<file path="src/lpt_pkg.sv">
`default_nettype none
package lpt_pkg;

  localparam int ADDR_W  = 24;
  localparam int PS_W    = 17;
  localparam int OFF_W   = 16;
  localparam int FIDX_W  = 4;
  localparam int PHYS_W  = 20;
  localparam int CNT_W   = 32;
  localparam int NF_W    = 5;
  localparam int REG_W   = 1;

  localparam logic [PS_W-1:0] PS_RESET = 17'd4096;
  localparam logic [PS_W-1:0] PS_MAX   = 17'd65536;
  localparam logic [NF_W-1:0] NF_RESET = 5'd16;

  // configuration register indexes
  localparam logic [REG_W-1:0] REG_PAGE_SIZE  = 1'd0;
  localparam logic [REG_W-1:0] REG_NUM_FRAMES = 1'd1;

  typedef struct packed {
    logic              start;
    logic [ADDR_W-1:0] page;
  } scan_req_t;

  typedef struct packed {
    logic done;
    logic fault;
  } scan_rsp_t;

  function automatic logic [CNT_W-1:0] sat_inc(input logic [CNT_W-1:0] v);
    sat_inc = (v == {CNT_W{1'b1}}) ? v : v + 1'b1;
  endfunction

endpackage
`default_nettype wire

</file>
<file path="src/lpt_div.sv">
`default_nettype none
module lpt_div (
  input  wire logic                      clk,
  input  wire logic                      rst,
  input  wire logic                      start,
  input  wire logic [lpt_pkg::ADDR_W-1:0] dividend,
  input  wire logic [lpt_pkg::PS_W-1:0]   divisor,
  output logic                           done,
  output logic [lpt_pkg::ADDR_W-1:0]     quotient,
  output logic [lpt_pkg::OFF_W-1:0]      remainder
);

  localparam int STEPS = lpt_pkg::ADDR_W;
  localparam int SC_W  = $clog2(STEPS);

  logic                        busy;
  logic [SC_W-1:0]             cnt;
  logic [lpt_pkg::ADDR_W-1:0]  q;
  logic [lpt_pkg::OFF_W-1:0]   rem;
  logic [lpt_pkg::PS_W-1:0]    den;
  logic [lpt_pkg::PS_W-1:0]    trial;
  logic                        fits;

  // one quotient bit per cycle, restoring
  assign trial = {rem, q[lpt_pkg::ADDR_W-1]};
  assign fits  = (trial >= den);

  always_ff @(posedge clk) begin
    if (rst) begin
      busy <= 1'b0;
      done <= 1'b0;
    end else begin
      done <= busy && (cnt == '0) && !start;
      if (start) begin
        busy <= 1'b1;
      end else if (busy && cnt == '0) begin
        busy <= 1'b0;
      end
    end
  end

  always_ff @(posedge clk) begin
    if (start) begin
      q   <= dividend;
      den <= divisor;
      rem <= '0;
      cnt <= SC_W'(STEPS - 1);
    end else if (busy) begin
      cnt <= cnt - 1'b1;
      if (fits) begin
        rem <= lpt_pkg::OFF_W'(trial - den);
        q   <= {q[lpt_pkg::ADDR_W-2:0], 1'b1};
      end else begin
        rem <= trial[lpt_pkg::OFF_W-1:0];
        q   <= {q[lpt_pkg::ADDR_W-2:0], 1'b0};
      end
    end
  end

  assign quotient  = q;
  assign remainder = rem;

  a_rem_below_den: assert property (@(posedge clk) disable iff (rst)
    done |-> ({1'b0, rem} < den))
    else $error("remainder not below divisor");

endmodule
`default_nettype wire

</file>
<file path="src/lpt_scan.sv">
`default_nettype none
module lpt_scan #(
  parameter int FRAMES = 16,
  parameter int FW     = (FRAMES > 1) ? $clog2(FRAMES) : 1,
  parameter int CW     = $clog2(FRAMES + 1)
) (
  input  wire logic                      clk,
  input  wire logic                      rst,
  input  wire lpt_pkg::scan_req_t        req,
  input  wire logic [CW-1:0]             count,
  input  wire logic [lpt_pkg::CNT_W-1:0] stamp,
  output lpt_pkg::scan_rsp_t             rsp,
  output logic [FW-1:0]                  frame
);

  localparam logic [1:0] S_IDLE = 2'd0;
  localparam logic [1:0] S_SCAN = 2'd1;
  localparam logic [1:0] S_PICK = 2'd2;

  logic [1:0]                  state;
  logic [FRAMES-1:0]           valid;
  logic [lpt_pkg::ADDR_W-1:0]  mem_page [FRAMES];
  logic [lpt_pkg::CNT_W-1:0]   mem_use  [FRAMES];
  logic [lpt_pkg::ADDR_W-1:0]  rd_page;
  logic [lpt_pkg::CNT_W-1:0]   rd_use;
  logic [CW-1:0]               rd_idx;
  logic                        issue;
  logic                        cmp_vld;
  logic [FW-1:0]               cmp_idx;
  logic                        hit_f;
  logic                        empty_f;
  logic [FW-1:0]               hit_idx;
  logic [FW-1:0]               empty_idx;
  logic [FW-1:0]               best_idx;
  logic [lpt_pkg::CNT_W-1:0]   best_use;
  logic [FW-1:0]               pick;
  logic                        done_q;
  logic                        fault_q;

  assign issue = (state == S_SCAN) && (rd_idx < count);
  assign pick  = hit_f ? hit_idx : (empty_f ? empty_idx : best_idx);

  always_ff @(posedge clk) begin
    if (rst) begin
      state   <= S_IDLE;
      valid   <= '0;
      cmp_vld <= 1'b0;
      done_q  <= 1'b0;
    end else begin
      done_q <= (state == S_PICK);
      unique case (state)
        S_IDLE: begin
          if (req.start) begin
            state <= S_SCAN;
          end
        end
        S_SCAN: begin
          cmp_vld <= issue;
          if (!issue && !cmp_vld) begin
            state <= S_PICK;
          end
        end
        S_PICK: begin
          valid[pick] <= 1'b1;
          state       <= S_IDLE;
        end
        default: state <= S_IDLE;
      endcase
    end
  end

  // scan index, one frame read per cycle
  always_ff @(posedge clk) begin
    if (state == S_IDLE) begin
      rd_idx <= '0;
    end else if (issue) begin
      rd_idx  <= rd_idx + 1'b1;
      cmp_idx <= rd_idx[FW-1:0];
    end
  end

  // compare each frame against its registered read
  always_ff @(posedge clk) begin
    if (state == S_IDLE) begin
      hit_f   <= 1'b0;
      empty_f <= 1'b0;
    end else if (cmp_vld) begin
      if (valid[cmp_idx] && rd_page == req.page && !hit_f) begin
        hit_f   <= 1'b1;
        hit_idx <= cmp_idx;
      end
      if (!valid[cmp_idx] && !empty_f) begin
        empty_f   <= 1'b1;
        empty_idx <= cmp_idx;
      end
      if (cmp_idx == '0 || rd_use < best_use) begin
        best_idx <= cmp_idx;
        best_use <= rd_use;
      end
    end
  end

  always_ff @(posedge clk) begin
    if (issue) begin
      rd_page <= mem_page[rd_idx[FW-1:0]];
      rd_use  <= mem_use[rd_idx[FW-1:0]];
    end
    if (state == S_PICK) begin
      mem_use[pick] <= stamp;
      if (!hit_f) begin
        mem_page[pick] <= req.page;
      end
    end
  end

  always_ff @(posedge clk) begin
    if (state == S_PICK) begin
      frame   <= pick;
      fault_q <= !hit_f;
    end
  end

  assign rsp.done  = done_q;
  assign rsp.fault = fault_q;

  a_done_valid: assert property (@(posedge clk) disable iff (rst)
    rsp.done |-> valid[frame])
    else $error("chosen frame not marked valid");

  a_done_pulse: assert property (@(posedge clk) disable iff (rst)
    rsp.done |=> !rsp.done)
    else $error("scan done held more than one cycle");

endmodule
`default_nettype wire

</file>
<file path="src/lru_page_translation_top.sv">
`default_nettype none
// Flow: each beat runs through the bit-serial divider and hand-off, the
//   frame scan, the frame times page size product and the output load.
// Flow control: s_tready is high only while idle, so a new beat is taken
//   only after the last result loads; a result held by m_tready low stalls
//   the next item.
// Reset: synchronous, active high; empties all frames, clears the use and
//   fault counters, loads 4096-byte pages and 16 active frames.
module lru_page_translation_top #(
  parameter int FRAMES = 16
) (
  input  wire logic        clk,
  input  wire logic        rst,
  // configuration writes
  input  wire logic        cfg_wen,
  input  wire logic [lpt_pkg::REG_W-1:0] cfg_addr,
  input  wire logic [lpt_pkg::PS_W-1:0]  cfg_wdata,
  // input stream
  input  wire logic        s_tvalid,
  output logic             s_tready,
  input  wire logic [23:0] s_tdata,   // [23:0] logical address
  // output stream
  output logic             m_tvalid,
  input  wire logic        m_tready,
  output logic [95:0]      m_tdata,   // [23:0] page number, [39:24] page offset,
                                      // [43:40] frame, [63:44] physical address,
                                      // [95:64] fault total
  output logic [0:0]       m_tuser    // [0] page fault
);

  localparam int FW = (FRAMES > 1) ? $clog2(FRAMES) : 1;
  localparam int CW = $clog2(FRAMES + 1);

  localparam logic [1:0] ST_IDLE = 2'd0;
  localparam logic [1:0] ST_DIV  = 2'd1;
  localparam logic [1:0] ST_SCAN = 2'd2;
  localparam logic [1:0] ST_FIN  = 2'd3;

  logic [1:0]                          state;
  logic [lpt_pkg::PS_W-1:0]            pg_bytes;
  logic [lpt_pkg::NF_W-1:0]            frame_limit;
  logic [lpt_pkg::PS_W-1:0]            eff_ps;
  logic [CW-1:0]                       eff_cnt;
  logic                                in_beat;
  logic                                div_done;
  logic [lpt_pkg::ADDR_W-1:0]          div_quot;
  logic [lpt_pkg::OFF_W-1:0]           div_rem;
  logic [lpt_pkg::ADDR_W-1:0]          page_reg;
  logic [lpt_pkg::OFF_W-1:0]           off_reg;
  logic                                scan_go;
  lpt_pkg::scan_req_t                  scan_req;
  lpt_pkg::scan_rsp_t                  scan_rsp;
  logic [FW-1:0]                       scan_frame;
  logic [FW-1:0]                       frame_reg;
  logic                                fault_reg;
  logic [FW+lpt_pkg::PS_W-1:0]         prod;
  logic [lpt_pkg::CNT_W-1:0]           use_cnt;
  logic [lpt_pkg::CNT_W-1:0]           fault_cnt;
  logic [lpt_pkg::CNT_W-1:0]           stamp;
  logic [lpt_pkg::PHYS_W-1:0]          phys;
  logic                                out_free;

  // clamp the register values to their legal ranges
  always_comb begin
    if (pg_bytes == '0) begin
      eff_ps = lpt_pkg::PS_W'(1);
    end else if (pg_bytes > lpt_pkg::PS_MAX) begin
      eff_ps = lpt_pkg::PS_MAX;
    end else begin
      eff_ps = pg_bytes;
    end
    if (frame_limit == '0) begin
      eff_cnt = CW'(1);
    end else if (32'(frame_limit) > FRAMES) begin
      eff_cnt = CW'(FRAMES);
    end else begin
      eff_cnt = CW'(frame_limit);
    end
  end

  always_ff @(posedge clk) begin
    if (rst) begin
      pg_bytes    <= lpt_pkg::PS_RESET;
      frame_limit <= lpt_pkg::NF_RESET;
    end else if (cfg_wen) begin
      unique case (cfg_addr)
        lpt_pkg::REG_PAGE_SIZE:  pg_bytes    <= cfg_wdata;
        lpt_pkg::REG_NUM_FRAMES: frame_limit <= cfg_wdata[lpt_pkg::NF_W-1:0];
        default: ;
      endcase
    end
  end

  assign s_tready = (state == ST_IDLE);
  assign in_beat  = s_tvalid && s_tready;
  assign out_free = !m_tvalid || m_tready;
  assign stamp    = lpt_pkg::sat_inc(use_cnt);

  // page number and offset come out of the bit-serial divider
  lpt_div u_div (
    .clk       (clk),
    .rst       (rst),
    .start     (in_beat),
    .dividend  (s_tdata[lpt_pkg::ADDR_W-1:0]),
    .divisor   (eff_ps),
    .done      (div_done),
    .quotient  (div_quot),
    .remainder (div_rem)
  );

  assign scan_req.start = scan_go;
  assign scan_req.page  = page_reg;

  // frame table: lookup, empty search and oldest search in one pass
  lpt_scan #(
    .FRAMES (FRAMES),
    .FW     (FW),
    .CW     (CW)
  ) u_scan (
    .clk   (clk),
    .rst   (rst),
    .req   (scan_req),
    .count (eff_cnt),
    .stamp (stamp),
    .rsp   (scan_rsp),
    .frame (scan_frame)
  );

  always_ff @(posedge clk) begin
    if (rst) begin
      state     <= ST_IDLE;
      scan_go   <= 1'b0;
      use_cnt   <= '0;
      fault_cnt <= '0;
      m_tvalid  <= 1'b0;
    end else begin
      scan_go <= (state == ST_DIV) && div_done;
      // raise tvalid as the result loads, drop it once the beat is taken
      if (state == ST_FIN && out_free) begin
        m_tvalid <= 1'b1;
      end else if (m_tready) begin
        m_tvalid <= 1'b0;
      end
      unique case (state)
        ST_IDLE: begin
          if (in_beat) begin
            state <= ST_DIV;
          end
        end
        ST_DIV: begin
          if (div_done) begin
            state <= ST_SCAN;
          end
        end
        ST_SCAN: begin
          if (scan_rsp.done) begin
            use_cnt <= stamp;
            if (scan_rsp.fault) begin
              fault_cnt <= lpt_pkg::sat_inc(fault_cnt);
            end
            state <= ST_FIN;
          end
        end
        ST_FIN: begin
          // hold the result until the output register is free
          if (out_free) begin
            state <= ST_IDLE;
          end
        end
        default: state <= ST_IDLE;
      endcase
    end
  end

  always_ff @(posedge clk) begin
    if (state == ST_DIV && div_done) begin
      page_reg <= div_quot;
      off_reg  <= div_rem;
    end
    if (state == ST_SCAN && scan_rsp.done) begin
      frame_reg <= scan_frame;
      fault_reg <= scan_rsp.fault;
      prod      <= scan_frame * eff_ps;
    end
  end

  assign phys = lpt_pkg::PHYS_W'(prod) + lpt_pkg::PHYS_W'(off_reg);

  always_ff @(posedge clk) begin
    if (state == ST_FIN && out_free) begin
      m_tdata <= {fault_cnt, phys, lpt_pkg::FIDX_W'(frame_reg), off_reg, page_reg};
      m_tuser <= fault_reg;
    end
  end

  a_rsp_in_scan: assert property (@(posedge clk) disable iff (rst)
    scan_rsp.done |-> (state == ST_SCAN))
    else $error("frame scan finished outside scan state");

  a_fault_le_use: assert property (@(posedge clk) disable iff (rst)
    fault_cnt <= use_cnt)
    else $error("fault count above access count");

  a_fault_mono: assert property (@(posedge clk) disable iff (rst)
    !$past(rst) |-> (fault_cnt >= $past(fault_cnt)))
    else $error("fault count went down");

endmodule
`default_nettype wire

</file>
<file path="config.mk">
export PLATFORM = sky130hd
export DESIGN_NAME = lru_page_translation_top
export DESIGN_NICKNAME = d
export VERILOG_FILES = /design/src/lpt_pkg.sv /design/src/lpt_div.sv /design/src/lpt_scan.sv /design/src/lru_page_translation_top.sv
export SDC_FILE = /design/constraint.sdc
export NUM_CORES = 2
export LEC_CHECK = 0
export ABC_CLOCK_PERIOD_IN_PS = 14900
export BUFFER_PORTS_ARGS = -buffer_cell sky130_fd_sc_hd__buf_2
export CORE_MARGIN = 2
export CORE_UTILIZATION = 35
export CTS_BUF_LIST = sky130_fd_sc_hd__clkbuf_4 sky130_fd_sc_hd__clkbuf_8
export CTS_CLUSTER_SIZE = 28
export DETAILED_ROUTE_END_ITERATION = 16
export GPL_ROUTABILITY_DRIVEN = 0
export SLEW_MARGIN = 20
export SYNTH_ARGS = -nofsm -noshare
export SYNTH_HDL_FRONTEND = slang
export SYNTH_HIERARCHICAL = 1
export SYNTH_SLANG_ARGS = --single-unit
export TNS_END_PERCENT = 20
</file>
<file path="constraint.sdc">
create_clock -name clk -period 14.9 [get_ports clk]
set_input_delay 1.49 -clock clk [delete_from_list [all_inputs] [get_ports clk]]
set_output_delay 1.49 -clock clk [all_outputs]
set_load 0.01 [all_outputs]
</file>
* Word level (Yosys, flattened, before mapping)
Memories as Yosys holds them, arrays and structs flattened. A register that Yosys moved wholly into a read port is not among the register bits. Index checks and enable logic that the tools add are counted.
Word-level totals: input port bits 47, word-level logic and storage cells 143, memories kept 2, output and inout port bits 99, RAM bits 896, bits in registers 396
Operators by class: $add $sub $neg 6, reduce and logical (&&, ||, !) cells 42, $lt $le $gt $ge 8, equal/unequal tests 14, multiplexer cells 32, multiply operators 1, bitwise logic cells 4
Memory list:
- u_scan.mem_use | words 16, width 32, rd ports 1, clocked after memory_dff 1, wr ports 1, line lpt_scan.sv:23 | logic [lpt_pkg::CNT_W-1:0] mem_use [FRAMES];
- u_scan.mem_page | words 16, width 24, rd ports 1, clocked after memory_dff 1, wr ports 1, line lpt_scan.sv:22 | logic [lpt_pkg::ADDR_W-1:0] mem_page [FRAMES];
Operators with widths (number):
- $add A32 B1 Y32 const B | 2
- $eq A32 B32 Y1 const B | 2
- $mux W24 | 2
- $mux W17 | 2
- $lt A32 B32 Y1 | 1
- $mux W32 | 1
- $eq A24 B24 Y1 | 1
- $add A20 B16 Y20 | 1
- $mul A4 B17 Y20 | 1
- $ge A17 B17 Y1 | 1
- $gt A17 B17 Y1 const B | 1
- $logic_not A17 Y1 | 1
- $mux W16 | 1
- $or A16 B16 Y16 | 1
- $sub A16 B16 Y16 | 1
- $reduce_and A2 Y1 | 7
- $logic_and A1 B1 Y1 | 12
- $mux W1 | 12
- $mux W2 | 6
- $logic_not A5 Y1 | 2
- $lt A4 B5 Y1 const B | 2
- $mux W5 | 2
- $reduce_and A3 Y1 | 3
- $mux W4 | 2
- other kinds (20) | 40

* Longest topological paths before layout
depth after elaboration 9, gate-level depth with buffers 18, gate-level depth less buffers 16

* Hierarchy
The synthesis kept the hierarchy.
Modules (own cells, without submodules):
- lpt_scan | area an instance 39385.3 µm², times used 1, cells each 1671, seq. area each 30719.5 µm²
- lru_page_translation_top | area an instance 12629.6 µm², times used 1, cells each 1162, seq. area each 6666.4 µm²
- lpt_div | area an instance 3530.9 µm², times used 1, cells each 330, seq. area each 1691.6 µm²

* Least setup slack after synthesis
OpenSTA, ideal clock, no wires.
path type input-to-reg, start point in m_tready, end point reg m_tdata[0], enable pin, library setup time 0.565 ns, arrival 5.852 ns, setup slack 8.483 ns, data required time 14.335 ns, stages on the path 2, path buffers 0, cells stage by stage nor2b_1 -> nor2b_1
On the way: longest elaborated chain between the ends 2
RTL lines:
- start: declaration | line lru_page_translation_top.sv:24 | input wire logic m_tready,
- $logic_or A1 B1 Y1 | line lru_page_translation_top.sv:96 | assign out_free = !m_tvalid || m_tready;
- $logic_and A1 B1 Y1 | line lru_page_translation_top.sv:190 | if (state == ST_FIN && out_free) begin
- end signal: assignment | line lru_page_translation_top.sv:191 | m_tdata <= {fault_cnt, phys, lpt_pkg::FIDX_W'(frame_reg), off_reg, page_reg};
- end: declaration | line lru_page_translation_top.sv:25 | output logic [95:0] m_tdata,
Every way passes these cells. A chain may end at the register's enable or synchronous reset.

* Worst setup path after layout
start point reg pg_bytes[15] (netlist bit), end point reg prod[16] (netlist bit) (data pin)
On the way: longest elaborated chain between the ends 4, elaborated cells on any way between the ends 5, classes of those cells mul (1); order compare (1); mux (2); reduce/logical (1)
RTL lines:
- start: declaration | line lru_page_translation_top.sv:40 | logic [lpt_pkg::PS_W-1:0] pg_bytes;
- start signal: assignment | line lru_page_translation_top.sv:83 | pg_bytes <= lpt_pkg::PS_RESET;
- start signal: assignment | line lru_page_translation_top.sv:87 | lpt_pkg::REG_PAGE_SIZE: pg_bytes <= cfg_wdata;
- $gt A17 B17 Y1 | line lru_page_translation_top.sv:67 | end else if (pg_bytes > lpt_pkg::PS_MAX) begin
- $mux W17 | line lru_page_translation_top.sv:67
- $mux W17 (*) | line lru_page_translation_top.sv:65 | if (pg_bytes == '0) begin
- $mul A4 B17 Y20 (*) | line lru_page_translation_top.sv:183 | prod <= scan_frame * eff_ps;
- end signal: assignment | line lru_page_translation_top.sv:183
- end: declaration | line lru_page_translation_top.sv:56 | logic [FW+lpt_pkg::PS_W-1:0] prod;
Every way passes the cells marked *; elsewhere a longest branch is shown, timed or not.

==> impl_metrics.py <==
metrics = {
    "detailed_routing": {
        "drt_iter0_drc": 2325,
        "wl_um": 127700,
        "drc": 0,
        "dr_total_vias": 29091,
        "wl_per_cell_um": 22.42,
        "drt_pass1_iterations": 7,
        "ant_nets": 0,
        "avgViaCountPerCell": 5.106,
    },
    "logic_synthesis": {
        "yosysSeqAreaShare": 0.7035,
        "yosys-top-cells-area": "edfxtp_1, mux4_2, dfxtp_1",
        "syn_inst": 3163,
        "synthArstFlopShare": 0,
        "synth_top_area_cell": "edfxtp_1",
        "synth.top_cells.by_count": "edfxtp_1, mux4_2, nor2_1",
        "synth_top_flop_cell": "edfxtp_1",
        "synth_fp_nets": 3341,
        "yosysUniqueCellTypes": 94,
        "ys_ff_latch": 1348,
        "synth_edf_count": 1208,
        "synth_most_common_cell": "edfxtp_1",
        "yosys_warnings": 6,
        "syn_area_per_cell_um2": 17.56,
        "synth_top_area_share": 0.6531,
        "syn_area_mm2": 0.05555,
    },
    "floorplan": {
        "ios": 146,
        "dieHeight_um": 402.4,
        "initial_core_util": 0.3515,
        "coreArea_mm2": 0.1580,
        "die_area_mm2": 0.1619,
        "fp.dieW_um": 402.4,
        "rows": 146,
    },
    "setup_path": {
        "startpoint_type": "flop",
        "slowest_delay_ns": 0.72,
        "crit_required_ns": 15.67,
        "crit_chain": "nor4_1 > nand4_1 > and2_0 > nor2b_1 > nand2_1 > fa_1 > fa_1 > inv_1 > ha_1 > nor2b_1 > o31a_1 > o311ai_1 > a22o_1 > or4b_1 > o211ai_1",
        "slowest_stage": "nor2b_1",
        "critPathKind": "reg -> reg",
        "crit_arrival_ns": 6.11,
        "path_max_fanout": 15,
        "crit_path_end_kind": "flop",
    },
    "sta": {
        "slew_headroom": 0.2731,
        "fmax_ghz": 0.1872,
        "finalCritPeriodShare": 0.3585,
        "tightest_slew_ns": 1.088,
        "rsz0062_at_grt": "no",
        "fin_tns_setup_ns": 0,
        "slew_violations": 0,
        "hold_violations": 0,
        "fin_worst_skew_ns": 0.06256,
        "finalCriticalPeriod_ns": 5.341,
        "finalSetupViolCount": 0,
    },
    "clocking": {
        "hold_buffers": 0,
        "cts_tree": "done",
        "cts_buffers": 210,
        "worstSkewPairLatency_ns": 0.93,
        "clockBufferDepth": 3,
        "cts_resized": 0,
        "clk_pin_slew_ns": 0.06,
        "cts-root-buf": "clkbuf_8",
        "cts.htree.levels": 4,
        "post_cts_buffers": 0,
        "clkSinkCount": 1348,
    },
    "pwr": {
        "peakVddDrop_mv": 0.08748,
        "power_density_mw_per_mm2": 124.3,
        "p_leak_nw": 21.07,
        "fin_total_pwr_mw": 7.869,
    },
    "place": {
        "dp_hpwl_um": 70500,
        "placed_cell_area_mm2": 0.05890,
        "io_buffers": 145,
    },
    "global_route": {
        "gr-total-overflow": 0,
        "grt_first_pass_wirelength_um": 191800,
        "grt_max_degree": 130,
        "grt_util_all_layers": 0.1580,
        "grt_pass1_vias": 30208,
        "antenna_found_initial": 10,
    },
    "layout": {
        "top_regs": "u_scan/mem_use: 512 flops, u_scan/mem_page: 384 flops, m_tdata: 96 flops",
        "area_delta_synth_final_pct": 13.97,
        "final_nets": 3624,
        "fin_area_mm2": 0.06331,
        "drive_above_1_share": 0.2620,
        "largest_register": "u_scan/mem_use",
        "largest_register_ffs": 512,
        "fill_cells": 14152,
    },
    "job": {
        "maxCapViolations": 0,
    },
    "outcome": {
        "status": "finished clean",
    },
    "worst_hold_path": {
        "hp-class": "reg -> reg",
    },
}
[routing by layer]
layer | track usage | routed length, um
met4 | 0.05204 | 2966
met5 | 0 | 51
met2 | 0.2576 | 62280
met3 | 0.02736 | 7138
met1 | 0.2150 | 55310
[final timing paths]
| kind | start | end | slack [ns] | cells past startpoint |
|---|---|---|---|---|
| setup reg to reg | pg_bytes[15] | prod[16] | 9.56 | 15 |
| hold / removal | fault_reg | m_tuser | 0.42 | 0 |
| setup / recovery | pg_bytes[15] | prod[16] | 9.56 | 15 |
| hold reg to reg | fault_reg | m_tuser | 0.42 | 0 |
[layout make-up]
cell class	instances	area (um^2)	share of cell area
Sequential cell	1348	39090	0.6175
Clock buffer	295	3603	0.05692
Multi-Input combinational cell	1533	15620	0.2467
Antenna cell	3	7.507	0.0001186
Timing Repair Buffer	200	1166	0.01842
Clock inverter	93	654.4	0.01034
Tap cell	2072	2592	0.04095
Inverter	153	574.3	0.009072
[report_power, final]
group | internal, mW | switching [mW]
combinational | 0.195 | 0.293
clock | 1.66 | 1.46
sequential | 4.19 | 0.0688
[metrics by stage]
| step | worst slack, ns | utilization | hold slack (ns) | cells |
|---|---|---|---|---|
| floorplan | 8.483 | - | 0.4003 | 3163 |
| global placement | 9.598 | 0.3724 | 0.4094 | 5306 |
| detailed placement | 9.629 | 0.3727 | 0.4207 | 5306 |
| CTS | 9.645 | 0.3997 | 0.4298 | 5694 |
| global route | 9.132 | 0.4006 | 0.4380 | 5696 |
| finish | 9.559 | 0.4006 | 0.4234 | 5697 |
[cell usage in the layout (no fill, tap or decap), drive strengths merged, types with 26 or more instances in the layout]
master	n
edfxtp	1208
clkbuf	295
mux4	285
buf	200
nor2	164
inv	161
nand2	152
dfxtp	140
ha	99
xnor2	99
a21oi	92
clkinv	74
and2	59
nand3	57
xor2	51
nand4	46
o21ai	44
nor2b	38
nor3	35
fa	32
mux2	26
[cell families (layout without fill, tap and decap cells)]
kind of cell    after synthesis  count (layout)  share of synthesized area
compound gates              263             263                    0.03172
buf+inv                     282             741                    0.02232
mux                         325             325                     0.1237
other cells                   0               3                          0
flops                      1348            1348                     0.7035
fa+ha+maj                   131             131                    0.03383
simple gates                664             664                    0.06127
xor+xnor                    150             150                    0.02365
[critical path: cells and delay by family (launching register included)]
family | cells | cell delay [ns]
simple gates | 7 | 2.39
buf+inv | 1 | 0.04
fa+ha+maj | 3 | 1.30
flops | 1 | 0.39
compound gates | 4 | 1.09
(Power assumes the default switching activity.)
